### config.mk
export PLATFORM = sky130hd
export DESIGN_NAME = braid_action_on_transpositions_flat
export DESIGN_NICKNAME = d
export VERILOG_FILES = /design/src/hw/rtl/bat_pkg.sv /design/src/hw/rtl/bat_in_if.sv /design/src/hw/rtl/bat_out_if.sv /design/src/hw/rtl/bat_dpath.sv /design/src/hw/rtl/bat_ctrl.sv /design/src/hw/rtl/braid_action_on_transpositions.sv /design/src/flat_wrapper.sv
export SDC_FILE = /design/constraint.sdc
export NUM_CORES = 1
export LEC_CHECK = 0
export ABC_CLOCK_PERIOD_IN_PS = 7900
export BUFFER_PORTS_ARGS = -buffer_cell sky130_fd_sc_hd__buf_2
export CAP_MARGIN = 20
export CORE_ASPECT_RATIO = 0.75
export CORE_MARGIN = 2
export CORE_UTILIZATION = 46
export DETAILED_ROUTE_END_ITERATION = 8
export GPL_TIMING_DRIVEN = 0
export PLACE_DENSITY = 0.7
export SETUP_SLACK_MARGIN = 0.1
export SLEW_MARGIN = 20
export SYNTH_ARGS = -nofsm -noshare
export SYNTH_HDL_FRONTEND = slang
export SYNTH_SLANG_ARGS = --single-unit
export TNS_END_PERCENT = 30
### constraint.sdc
create_clock -name clk -period 7.9 [get_ports clk]
set_input_delay 0.79 -clock clk [delete_from_list [all_inputs] [get_ports clk]]
set_output_delay 0.79 -clock clk [all_outputs]
set_load 0.02 [all_outputs]
### src/hw/rtl/bat_pkg.sv
// Shared constants, types and transposition helpers for the braid action block.
package bat_pkg;

	localparam int MAX_ENTRIES = 16;
	localparam int POINT_BITS  = 4;
	localparam int IDX_BITS    = 4;
	localparam int LEN_BITS    = 5;
	localparam int MOVE_BITS   = 8;
	localparam int STEP_BITS   = 8;

	localparam logic [LEN_BITS-1:0] LEN_MIN   = LEN_BITS'(2);
	localparam logic [LEN_BITS-1:0] LEN_MAX   = LEN_BITS'(MAX_ENTRIES);
	localparam logic [LEN_BITS-1:0] LEN_RESET = LEN_BITS'(16);

	localparam logic CMD_WRITE = 1'b0;
	localparam logic CMD_BRAID = 1'b1;

	// table write source
	localparam logic [1:0] WR_INPUT = 2'd0;
	localparam logic [1:0] WR_STEP  = 2'd1;
	localparam logic [1:0] WR_MOVED = 2'd2;

	// table read address source
	localparam logic [1:0] RD_START = 2'd0;
	localparam logic [1:0] RD_NEXT  = 2'd1;
	localparam logic [1:0] RD_EMIT  = 2'd2;

	typedef struct packed {
		logic [POINT_BITS-1:0] lo;
		logic [POINT_BITS-1:0] hi;
	} pair_t;

	typedef struct packed {
		logic                 cmd;
		logic [IDX_BITS-1:0]  entry_index;
		logic [POINT_BITS-1:0] point_a;
		logic [POINT_BITS-1:0] point_b;
		logic [IDX_BITS-1:0]  start_index;
		logic [MOVE_BITS-1:0] move_count;
		logic                 over_flag;
	} in_word_t;

	typedef struct packed {
		logic       wr_en;
		logic [1:0] wr_sel;
		logic [1:0] rd_sel;
		logic       load_braid;
		logic       load_m;
		logic       step;
		logic       clr_k;
		logic       inc_k;
		logic       out_load;
		logic       out_bad;
	} ctrl_cmd_t;

	typedef struct packed {
		logic cmd;
		logic idx_bad;
		logic steps_zero;
		logic steps_one;
		logic emit_last;
		logic out_busy;
		logic out_free;
	} ctrl_stat_t;

	function automatic pair_t order_pair(input pair_t p);
		pair_t r;
		if (p.lo > p.hi) begin
			r.lo = p.hi;
			r.hi = p.lo;
		end else begin
			r = p;
		end
		return r;
	endfunction

	// Rename the points of x through the transposition y, then reorder.
	function automatic pair_t conj(input pair_t x, input pair_t y);
		pair_t r;
		r = x;
		if (x.lo == y.lo) r.lo = y.hi;
		if (x.lo == y.hi) r.lo = y.lo;
		if (x.hi == y.lo) r.hi = y.hi;
		if (x.hi == y.hi) r.hi = y.lo;
		return order_pair(r);
	endfunction

endpackage

### src/hw/rtl/bat_in_if.sv
// Input channel: command word with valid/ready handshake.
interface bat_in_if;
	logic                           valid;
	logic                           ready;
	logic                           cmd;
	logic [bat_pkg::IDX_BITS-1:0]   entry_index;
	logic [bat_pkg::POINT_BITS-1:0] point_a;
	logic [bat_pkg::POINT_BITS-1:0] point_b;
	logic [bat_pkg::IDX_BITS-1:0]   start_index;
	logic signed [bat_pkg::MOVE_BITS-1:0] move_count;
	logic                           over_flag;

	modport source (
		output valid, cmd, entry_index, point_a, point_b, start_index, move_count, over_flag,
		input  ready
	);
	modport sink (
		input  valid, cmd, entry_index, point_a, point_b, start_index, move_count, over_flag,
		output ready
	);
endinterface

### src/hw/rtl/bat_out_if.sv
// Output channel: emitted table entry with valid/ready handshake.
interface bat_out_if;
	logic                           valid;
	logic                           ready;
	logic [bat_pkg::IDX_BITS-1:0]   out_index;
	logic [bat_pkg::POINT_BITS-1:0] low_point;
	logic [bat_pkg::POINT_BITS-1:0] high_point;
	logic                           last;
	logic                           bad_request;

	modport source (
		output valid, out_index, low_point, high_point, last, bad_request,
		input  ready
	);
	modport sink (
		input  valid, out_index, low_point, high_point, last, bad_request,
		output ready
	);
endinterface

### src/hw/rtl/bat_dpath.sv
// Datapath: transposition table, braid walk registers and output word register.
module bat_dpath (
	input  logic                           clk,
	input  logic                           arst_n,
	input  logic                           cfg_we,
	input  logic [bat_pkg::LEN_BITS-1:0]   cfg_wdata,
	input  bat_pkg::in_word_t              in_word,
	input  bat_pkg::ctrl_cmd_t             cmd,
	output bat_pkg::ctrl_stat_t            stat,
	input  logic                           out_ready,
	output logic                           out_valid,
	output logic [bat_pkg::IDX_BITS-1:0]   out_index,
	output logic [bat_pkg::POINT_BITS-1:0] low_point,
	output logic [bat_pkg::POINT_BITS-1:0] high_point,
	output logic                           out_last,
	output logic                           out_bad
);
	import bat_pkg::*;

	pair_t mem [MAX_ENTRIES];
	pair_t rdata_q;

	logic [LEN_BITS-1:0]  len_q;
	logic [IDX_BITS-1:0]  p_q;
	logic [IDX_BITS-1:0]  k_q;
	logic [STEP_BITS-1:0] steps_q;
	logic                 over_q;
	logic                 right_q;
	pair_t                m_q;

	logic                 out_valid_q;
	logic [IDX_BITS-1:0]  out_index_q;
	pair_t                out_pair_q;
	logic                 out_last_q;
	logic                 out_bad_q;

	logic [IDX_BITS-1:0]  nxt;
	logic [IDX_BITS-1:0]  raddr;
	logic [IDX_BITS-1:0]  waddr;
	logic [IDX_BITS-1:0]  bad_idx;
	pair_t                wdata;
	pair_t                in_pair;
	logic [STEP_BITS-1:0] in_steps;

	// neighbor of the moved entry, wrapping at the active length
	always_comb begin
		if (right_q) begin
			nxt = ({1'b0, p_q} + LEN_BITS'(1) == len_q) ? '0 : p_q + IDX_BITS'(1);
		end else begin
			nxt = (p_q == '0) ? IDX_BITS'(len_q - LEN_BITS'(1)) : p_q - IDX_BITS'(1);
		end
	end

	assign in_pair  = order_pair('{lo: in_word.point_a, hi: in_word.point_b});
	assign in_steps = in_word.move_count[MOVE_BITS-1] ?
		STEP_BITS'(-in_word.move_count) : STEP_BITS'(in_word.move_count);
	assign bad_idx  = (in_word.cmd == CMD_BRAID) ? in_word.start_index : in_word.entry_index;

	always_comb begin
		case (cmd.rd_sel)
			RD_START: raddr = in_word.start_index;
			RD_NEXT:  raddr = nxt;
			RD_EMIT:  raddr = k_q;
			default:  raddr = k_q;
		endcase
	end

	always_comb begin
		waddr = p_q;
		case (cmd.wr_sel)
			WR_INPUT: begin
				waddr = in_word.entry_index;
				wdata = in_pair;
			end
			WR_STEP:  wdata = over_q ? rdata_q : conj(rdata_q, m_q);
			WR_MOVED: wdata = m_q;
			default:  wdata = m_q;
		endcase
	end

	always_ff @(posedge clk) begin
		if (cmd.wr_en) begin
			mem[waddr] <= wdata;
		end
		rdata_q <= mem[raddr];
	end

	always_ff @(posedge clk or negedge arst_n) begin
		if (!arst_n) begin
			len_q <= LEN_RESET;
		end else if (cfg_we) begin
			if (cfg_wdata < LEN_MIN) begin
				len_q <= LEN_MIN;
			end else if (cfg_wdata > LEN_MAX) begin
				len_q <= LEN_MAX;
			end else begin
				len_q <= cfg_wdata;
			end
		end
	end

	always_ff @(posedge clk) begin
		if (cmd.load_braid) begin
			p_q     <= in_word.start_index;
			steps_q <= in_steps;
			over_q  <= in_word.over_flag;
			right_q <= ~in_word.move_count[MOVE_BITS-1];
		end else if (cmd.step) begin
			p_q     <= nxt;
			steps_q <= steps_q - STEP_BITS'(1);
		end
		if (cmd.load_m) begin
			m_q <= rdata_q;
		end else if (cmd.step && over_q) begin
			m_q <= conj(m_q, rdata_q);
		end
		if (cmd.clr_k) begin
			k_q <= '0;
		end else if (cmd.inc_k) begin
			k_q <= k_q + IDX_BITS'(1);
		end
	end

	// output word register: hold until taken
	always_ff @(posedge clk or negedge arst_n) begin
		if (!arst_n) begin
			out_valid_q <= 1'b0;
		end else if (cmd.out_load) begin
			out_valid_q <= 1'b1;
		end else if (out_ready) begin
			out_valid_q <= 1'b0;
		end
	end

	always_ff @(posedge clk) begin
		if (cmd.out_load) begin
			if (cmd.out_bad) begin
				out_index_q <= bad_idx;
				out_pair_q  <= '0;
				out_last_q  <= 1'b1;
				out_bad_q   <= 1'b1;
			end else begin
				out_index_q <= k_q;
				out_pair_q  <= rdata_q;
				out_last_q  <= stat.emit_last;
				out_bad_q   <= 1'b0;
			end
		end
	end

	assign stat.cmd        = in_word.cmd;
	assign stat.idx_bad    = {1'b0, bad_idx} >= len_q;
	assign stat.steps_zero = steps_q == '0;
	assign stat.steps_one  = steps_q == STEP_BITS'(1);
	assign stat.emit_last  = {1'b0, k_q} + LEN_BITS'(1) == len_q;
	assign stat.out_busy   = out_valid_q;
	assign stat.out_free   = ~out_valid_q | out_ready;

	assign out_valid  = out_valid_q;
	assign out_index  = out_index_q;
	assign low_point  = out_pair_q.lo;
	assign high_point = out_pair_q.hi;
	assign out_last   = out_last_q;
	assign out_bad    = out_bad_q;

endmodule

### src/hw/rtl/bat_ctrl.sv
// Controller: sequences table writes, braid steps and the emission sweep.
module bat_ctrl (
	input  logic                clk,
	input  logic                arst_n,
	input  logic                in_valid,
	output logic                in_ready,
	input  bat_pkg::ctrl_stat_t stat,
	output bat_pkg::ctrl_cmd_t  cmd
);
	import bat_pkg::*;

	localparam logic [2:0] S_IDLE    = 3'd0;
	localparam logic [2:0] S_GET_M   = 3'd1;
	localparam logic [2:0] S_STEP_RD = 3'd2;
	localparam logic [2:0] S_STEP_WR = 3'd3;
	localparam logic [2:0] S_FIN     = 3'd4;
	localparam logic [2:0] S_EMIT_RD = 3'd5;
	localparam logic [2:0] S_EMIT_LD = 3'd6;

	logic [2:0] state_q;
	logic [2:0] state_d;
	logic       fire;

	assign in_ready = (state_q == S_IDLE) && !stat.out_busy;
	assign fire     = in_valid && in_ready;

	always_comb begin
		cmd     = '0;
		cmd.rd_sel = RD_START;
		cmd.wr_sel = WR_INPUT;
		state_d = state_q;
		case (state_q)
			S_IDLE: begin
				if (fire) begin
					if (stat.idx_bad) begin
						cmd.out_load = 1'b1;
						cmd.out_bad  = 1'b1;
					end else if (stat.cmd == CMD_WRITE) begin
						cmd.wr_en = 1'b1;
					end else begin
						cmd.load_braid = 1'b1;
						state_d        = S_GET_M;
					end
				end
			end
			S_GET_M: begin
				// moved entry arrives from the read issued at accept
				cmd.load_m = 1'b1;
				cmd.clr_k  = 1'b1;
				state_d    = stat.steps_zero ? S_EMIT_RD : S_STEP_RD;
			end
			S_STEP_RD: begin
				cmd.rd_sel = RD_NEXT;
				state_d    = S_STEP_WR;
			end
			S_STEP_WR: begin
				cmd.wr_en  = 1'b1;
				cmd.wr_sel = WR_STEP;
				cmd.step   = 1'b1;
				state_d    = stat.steps_one ? S_FIN : S_STEP_RD;
			end
			S_FIN: begin
				// drop the moved entry at its final place
				cmd.wr_en  = 1'b1;
				cmd.wr_sel = WR_MOVED;
				state_d    = S_EMIT_RD;
			end
			S_EMIT_RD: begin
				cmd.rd_sel = RD_EMIT;
				state_d    = S_EMIT_LD;
			end
			S_EMIT_LD: begin
				cmd.rd_sel = RD_EMIT;
				if (stat.out_free) begin
					cmd.out_load = 1'b1;
					if (stat.emit_last) begin
						state_d = S_IDLE;
					end else begin
						cmd.inc_k = 1'b1;
						state_d   = S_EMIT_RD;
					end
				end
			end
			default: state_d = S_IDLE;
		endcase
	end

	always_ff @(posedge clk or negedge arst_n) begin
		if (!arst_n) begin
			state_q <= S_IDLE;
		end else begin
			state_q <= state_d;
		end
	end

endmodule

### src/hw/rtl/braid_action_on_transpositions.sv
// Braid action on a cyclic table of transpositions: top level.
// Write: no result. Bad index: result valid the cycle after accept; next word accepted once it is taken.
// Braid: fetches the moved entry, then per step a registered read and a write, then places
// the moved entry (none for a zero count), then per emitted entry a registered read and an
// output load that waits while the sink has not taken the previous word.
// Reset clears the controller and output valid, sets active_length to 16; table undefined.
module braid_action_on_transpositions (
	input  logic                         clk,
	input  logic                         arst_n,
	input  logic                         cfg_we,
	input  logic [bat_pkg::LEN_BITS-1:0] cfg_wdata,
	bat_in_if.sink                       in_ch,
	bat_out_if.source                    out_ch
);
	import bat_pkg::*;

	in_word_t   in_word;
	ctrl_cmd_t  cmd;
	ctrl_stat_t stat;
	logic       in_ready;

	assign in_word.cmd         = in_ch.cmd;
	assign in_word.entry_index = in_ch.entry_index;
	assign in_word.point_a     = in_ch.point_a;
	assign in_word.point_b     = in_ch.point_b;
	assign in_word.start_index = in_ch.start_index;
	assign in_word.move_count  = in_ch.move_count;
	assign in_word.over_flag   = in_ch.over_flag;
	assign in_ch.ready         = in_ready;

	bat_ctrl u_ctrl (
		.clk      (clk),
		.arst_n   (arst_n),
		.in_valid (in_ch.valid),
		.in_ready (in_ready),
		.stat     (stat),
		.cmd      (cmd)
	);

	bat_dpath u_dpath (
		.clk        (clk),
		.arst_n     (arst_n),
		.cfg_we     (cfg_we),
		.cfg_wdata  (cfg_wdata),
		.in_word    (in_word),
		.cmd        (cmd),
		.stat       (stat),
		.out_ready  (out_ch.ready),
		.out_valid  (out_ch.valid),
		.out_index  (out_ch.out_index),
		.low_point  (out_ch.low_point),
		.high_point (out_ch.high_point),
		.out_last   (out_ch.last),
		.out_bad    (out_ch.bad_request)
	);

endmodule
### src/flat_wrapper.sv
// flat-port wrapper written by rule: the top's interface ports become plain ports
module braid_action_on_transpositions_flat import bat_pkg::*;
  (clk, arst_n, cfg_we, cfg_wdata, in_ch_valid, in_ch_cmd, in_ch_entry_index, in_ch_point_a, in_ch_point_b, in_ch_start_index, in_ch_move_count, in_ch_over_flag, in_ch_ready, out_ch_valid, out_ch_out_index, out_ch_low_point, out_ch_high_point, out_ch_last, out_ch_bad_request, out_ch_ready);
  bat_in_if in_ch_i ();
  bat_out_if out_ch_i ();
  input  logic clk;
  input  logic arst_n;
  input  logic cfg_we;
  input  logic [bat_pkg::LEN_BITS-1:0] cfg_wdata;
  input wire logic [$bits(in_ch_i.valid)-1:0] in_ch_valid;
  input wire logic [$bits(in_ch_i.cmd)-1:0] in_ch_cmd;
  input wire logic [$bits(in_ch_i.entry_index)-1:0] in_ch_entry_index;
  input wire logic [$bits(in_ch_i.point_a)-1:0] in_ch_point_a;
  input wire logic [$bits(in_ch_i.point_b)-1:0] in_ch_point_b;
  input wire logic [$bits(in_ch_i.start_index)-1:0] in_ch_start_index;
  input wire logic [$bits(in_ch_i.move_count)-1:0] in_ch_move_count;
  input wire logic [$bits(in_ch_i.over_flag)-1:0] in_ch_over_flag;
  output wire logic [$bits(in_ch_i.ready)-1:0] in_ch_ready;
  output wire logic [$bits(out_ch_i.valid)-1:0] out_ch_valid;
  output wire logic [$bits(out_ch_i.out_index)-1:0] out_ch_out_index;
  output wire logic [$bits(out_ch_i.low_point)-1:0] out_ch_low_point;
  output wire logic [$bits(out_ch_i.high_point)-1:0] out_ch_high_point;
  output wire logic [$bits(out_ch_i.last)-1:0] out_ch_last;
  output wire logic [$bits(out_ch_i.bad_request)-1:0] out_ch_bad_request;
  input wire logic [$bits(out_ch_i.ready)-1:0] out_ch_ready;
  assign in_ch_i.valid = in_ch_valid;
  assign in_ch_i.cmd = in_ch_cmd;
  assign in_ch_i.entry_index = in_ch_entry_index;
  assign in_ch_i.point_a = in_ch_point_a;
  assign in_ch_i.point_b = in_ch_point_b;
  assign in_ch_i.start_index = in_ch_start_index;
  assign in_ch_i.move_count = in_ch_move_count;
  assign in_ch_i.over_flag = in_ch_over_flag;
  assign in_ch_ready = in_ch_i.ready;
  assign out_ch_valid = out_ch_i.valid;
  assign out_ch_out_index = out_ch_i.out_index;
  assign out_ch_low_point = out_ch_i.low_point;
  assign out_ch_high_point = out_ch_i.high_point;
  assign out_ch_last = out_ch_i.last;
  assign out_ch_bad_request = out_ch_i.bad_request;
  assign out_ch_i.ready = out_ch_ready;
  braid_action_on_transpositions u_core (.clk(clk), .arst_n(arst_n), .cfg_we(cfg_we), .cfg_wdata(cfg_wdata), .in_ch(in_ch_i), .out_ch(out_ch_i));
endmodule
Yosys cells after proc, flatten, opt, wreduce, memory -nomap -nowiden
Memory sizes are Yosys's and may differ from the RTL's. A register that Yosys moved wholly into a read port is not among the register bits.
Index checks and enable logic that the tools add are counted.
W data, S select, Z words.
Operators by class
  add/sub/neg operators: 8
  $lt $le $gt $ge: 6
  eq/ne operators: 23
  muxes and demuxes: 67
  bitwise operators: 3
  reductions and logical operators: 15
Operators with widths (count)
  $mux W4: 22
  $mux W8: 9
  $eq A4 B4 Y1: 8
  $mux W3: 7
  $pmux W3 S7: 1
  $mux W1: 17
  $pmux W8 S2: 1
  $gt A4 B4 Y1: 3
  $add A4 B1 Y5 const B: 2
  $eq A5 B5 Y1: 2
  $mux W5: 2
  $eq A3 B3 Y1 const B: 3
  $add A4 B1 Y4 const B: 2
  $eq A8 B1 Y1 const B: 1
  $logic_not A8 Y1: 1
  $neg A8 Y8: 1
  $pmux W2 S2: 2
  $pmux W4 S2: 1
  $sub A4 B1 Y4 const B: 2
  $sub A8 B1 Y8 const B: 1
  $eq A3 B2 Y1 const B: 2
  $mux W2: 3
  $ne A2 B2 Y1 const B: 3
  $reduce_bool A2 Y1: 3
  other kinds (16): 23
Word-level totals
  flip-flop bits (word level): 49
  bits in writable memories: 128
  input port bits: 36
  output and inout bits: 16
  logic and storage cells: 138
  memories kept: 1
Memories
  u_core.u_dpath.mem: depth 16, width 8, rd ports 1, clocked after Yosys merged registers in 1, write ports 1, RTL line bat_dpath.sv:20  | pair_t mem [MAX_ENTRIES];

Logic depth before layout (Yosys ltp)
  depth after elaboration: 9
  depth in mapped cells: 18

Modules after synthesis
From an unflattened synthesis, not the netlist that was laid out.
Unflattened totals
  cells, all modules: 1183
  area, all modules: 12259.3 um^2
Modules (own cells, without submodules)
  bat_dpath: instances 1, cells an instance 1142, area an instance 11916.4 um^2
  bat_ctrl: instances 1, cells an instance 41, area an instance 342.8 um^2

Worst setup path after synthesis
Ideal clock, no wire load.
  kind: reg-to-reg
  start point: reg u_core.u_dpath.m_q[5] in the netlist's numbering
  end point: mem u_core.u_dpath.mem[0][6] in the netlist's numbering, data pin
  setup time: 0.327 ns
  data arrival time: 3.790 ns
  required time: 7.573 ns
  slack: 3.783 ns
  cell stages (with the launch flop): 16
  path buffers: 1
  clock period less this slack: 4.117 ns
  cells stage by stage: edfxtp_1 > clkbuf_1 > xor2_1 > nor4_2 > mux2i_1 > o21ai_0 > inv_1 > ha_1 > nor2b_1 > o21a_1 > o21a_1 > o21ai_1 > mux2i_1 > nor2_1 > a2111oi_0 > nor3_1
RTL lines
  start: declaration: RTL line bat_dpath.sv:29  | pair_t m_q;
  start signal: assignment: RTL line bat_dpath.sv:113  | m_q <= rdata_q;
  start signal: assignment: RTL line bat_dpath.sv:115  | m_q <= conj(m_q, rdata_q);
  end: declaration: RTL line bat_dpath.sv:20

==> flow_summary_export.csv <==
group,metric,value,unit
run_status,status,"finished clean",
timing,maxSlewViolCount,0,
clocking,cts_tree,"built",
cells_and_area,fin_util,53.4,%
logic_synthesis,synth_top_area_cell,"edfxtp_1",
placed_design,io_buffers,49,
floorplanning,io_pins,52,
logic_synthesis,synth_enable_flop_cells,164,
drt,vias,7080,
clocking,cts.sinks,185,
drt,dr.pass1.iters,5,
cells_and_area,nets,993,
drt,via_per_inst,5.73,
floorplanning,die_w,174,um
clocking,cts_setup_buffers,0,
clocking,path_clk_slew,0.08,ns
clocking,clkLatencyLatePin,0.45,ns
timing,finalHoldViolCount,0,
setup_path,worstPathCellList,"clkbuf_1 -> xnor2_1 -> nand4_1 -> mux2i_1 -> o21ai_1 -> ha_1 -> nor2b_1 -> o21a_1 -> o21a_1 -> o21ai_1 -> mux2i_1 -> nor2_1 -> a2111oi_0 -> nor3_2 -> buf_4",
placed_design,dpl.hpwl,17.9,mm
drt,avgRoutedWirePerCell,19.8,um
cells_and_area,drive_above_1_share,18.6,%
timing,finalSetupViolations,0,
setup_path,cp_max_fo,10,
pwr,cellPowerDensity,499,nW/um^2
cells_and_area,antenna_cells,0,
timing,setup_tns,0,ns
setup_path,critical-path-max-stage-delay,0.73,ns
logic_synthesis,yosysMostFrequentCell,"edfxtp_1",
timing,worst_pin_slew,0.996,ns
job,max_cap_violations,0,
placed_design,dp_slack,3.12,ns
setup_path,path_buf_inv,2,
logic_synthesis,ys_async_sr_fraction,4.86,%
setup_path,worstSetupStartpointType,"register",
setup_path,cp-end-kind,"register",
clocking,cts.root.buffer_cell,"clkbuf_16",
clocking,cts_resized,0,
setup_path,critPathKind,"register to register",
floorplanning,rows,46,
logic_synthesis,yosysWarnings,0,
timing,fmax,201,MHz
logic_synthesis,syn_area_per_cell,11.6,sq um
logic_synthesis,yosysSeqAreaShare,54.4,%
setup_path,critical_path_required,8.08,ns
drt,drc,0,
clocking,cts_buffer_depth,2,
drt,drt_iter0_drc,803,
timing,rsz0062_at_grt,"false",
grt,grt_pass1_wl,37.5,mm
clocking,cts_hold_buffers,0,
grt,antenna_found_initial,2,
logic_synthesis,syn-num-nets,917,
timing,fin_skew,0.0198,ns
drt,routed-wl-met3,2.34,mm
timing,slew_headroom,33.4,%
setup_path,crit_arrival,5.15,ns
logic_synthesis,ys.flop_type,"edfxtp_1",
setup_path,cp_top_family,"compound AO/OA/AOI/OAI gates",
logic_synthesis,synthTopCellsByArea,"edfxtp_1 50%, mux2i_1 6.3%, mux2_2 3.2%",
worst_hold_path,hold_class,"input pin to async pin",
pwr,p_leak,4.25,nW
timing,period_needed,4.97,ns
timing,setup_ws,2.93,ns
timing,fin_crit_sh,62.9,%
pwr,peakVddDrop,0.000202,V
clocking,numCtsBuffers,17,
logic_synthesis,synth_top_cell_area_share,49.7,%
drt,detail_route.wirelength,24.5,mm
floorplanning,start_util,46.9,%
logic_synthesis,netlist_area,9920,sq um
grt,grt_pass1_vias,6619,
cells_and_area,synthToLayoutAreaGrowth,13.8,%
logic_synthesis,synthDistinctLibCells,62,
grt,grt_usage,21.7,%
drt,top_layer,"met5",
floorplanning,core_region_area,21100,sq um
floorplanning,die_area,22800,sq um
clocking,htree_levels,4,
logic_synthesis,synth_common_cells,"164 x edfxtp_1, 81 x nor2_1, 77 x nand2_1",
grt,gr-total-overflow,0,
drt,drt-met1-wl,11.6,mm
floorplanning,dieHeight,131,um
drt,final_antenna_net_count,0,
setup_path,crit_slowest_cell,"o21ai_1",
drt,met2_length,10.3,mm
placed_design,gp_congestion,1.04,
logic_synthesis,syn_inst,858,
logic_synthesis,synth_seq_cells,185,
grt,grt_start_max_net_pins,20,
-- power by group --
part / internal (mW) / switching (mW)
Combinational: 1.16 / 1.93
Clock: 0.517 / 0.414
Sequential: 1.53 / 0.0838
-- cell families (layout without fill, tap and decap cells) --
| kind of cell | Yosys count | in the layout | synth area share (%) |
|---|---|---|---|
| and+or+nand+nor | 247 | 247 | 11.8 |
| DFF | 185 | 185 | 54.4 |
| AOI/OAI and AO/OA | 161 | 161 | 11.0 |
| muxes | 111 | 111 | 11.9 |
| buffers and inverters | 90 | 179 | 4.34 |
| xor gates and xnor gates | 41 | 41 | 3.62 |
| adders and majority gates | 23 | 23 | 2.90 |
-- path summary, 6_finish.rpt --
check | to | slack (ns) | startpoint | cells past startpoint
worst max-delay path | u_core.u_dpath.mem[5][1] | 2.93 | u_core.u_dpath.rdata_q[6] | 15
worst min-delay path | u_core.u_dpath.len_q[1] | 0.21 | arst_n | 1
worst max register to register | u_core.u_dpath.mem[5][1] | 2.93 | u_core.u_dpath.rdata_q[6] | 15
worst min register to register | u_core.u_dpath.k_q[1] | 0.61 | u_core.u_dpath.k_q[1] | 2
max in group asynchronous | u_core.u_dpath.len_q[4] | 7.42 | arst_n | 1
min in group clk | u_core.u_dpath.over_q | 0.53 | in_ch_over_flag | 1
-- flip-flops by register name, summed over array words and instances, names as in the netlist --
signal	count
u_core.u_dpath.mem	128
u_core.u_dpath.m_q	8
u_core.u_dpath.rdata_q	8
u_core.u_dpath.steps_q	8
u_core.u_dpath.len_q	5
u_core.u_dpath.high_point	4
u_core.u_dpath.k_q	4
u_core.u_dpath.low_point	4
u_core.u_dpath.out_index	4
u_core.u_dpath.p_q	4
u_core.u_ctrl.state_q	3
u_core.u_dpath.out_bad	1
u_core.u_dpath.out_last	1
u_core.u_dpath.out_valid	1
u_core.u_dpath.over_q	1
u_core.u_dpath.right_q	1
-- metal layers --
layer / global-route usage, % / vias up
li1: - / 3337
met2: 30.6 / 263
met1: 31.8 / 3456
met4: 4.71 / 2
met5: 0 / -
met3: 7.96 / 22
-- layout by cell type, fill, tap and decap left out, drive strengths merged, types with 5 or more instances in the layout --
master / n
edfxtp: 164
buf: 91
nor2: 81
nand2: 77
mux2i: 63
mux2: 48
clkbuf: 44
a21oi: 39
o21ai: 36
o2111ai: 34
inv: 34
xor2: 26
ha: 23
nor2b: 15
xnor2: 15
nand2b: 13
nor3: 13
a31oi: 12
dfxtp: 12
nand4: 11
nor4: 9
nand3: 8
a2111oi: 8
dfrtp: 8
clkinv: 7
nor3b: 5
nand3b: 5
-- stage by stage --
| step | instances | area [sq um] | total power, mW | hold slack, ns |
|---|---|---|---|---|
| floorplan | 858 | 9920 | 3.76 | 0.494 |
| global placement | 1195 | 10500 | 4.51 | 0.577 |
| detailed placement | 1203 | 10600 | 4.65 | 0.590 |
| CTS | 1235 | 11300 | 5.60 | 0.202 |
| global route | 1235 | 11300 | 5.97 | 0.209 |
| finish | 1235 | 11300 | 5.63 | 0.214 |
-- cell type report --
type	instances	area [sq um]
Sequential cell	185	5390
Fill cell	1847	9840
Tap cell	288	360
Buffer	61	322
Inverter	29	109
Clock inverter	15	230
Multi-Input combinational cell	583	4140
Timing Repair Buffer	57	313
Clock buffer	17	425
Power figures use the tool's default switching activity.
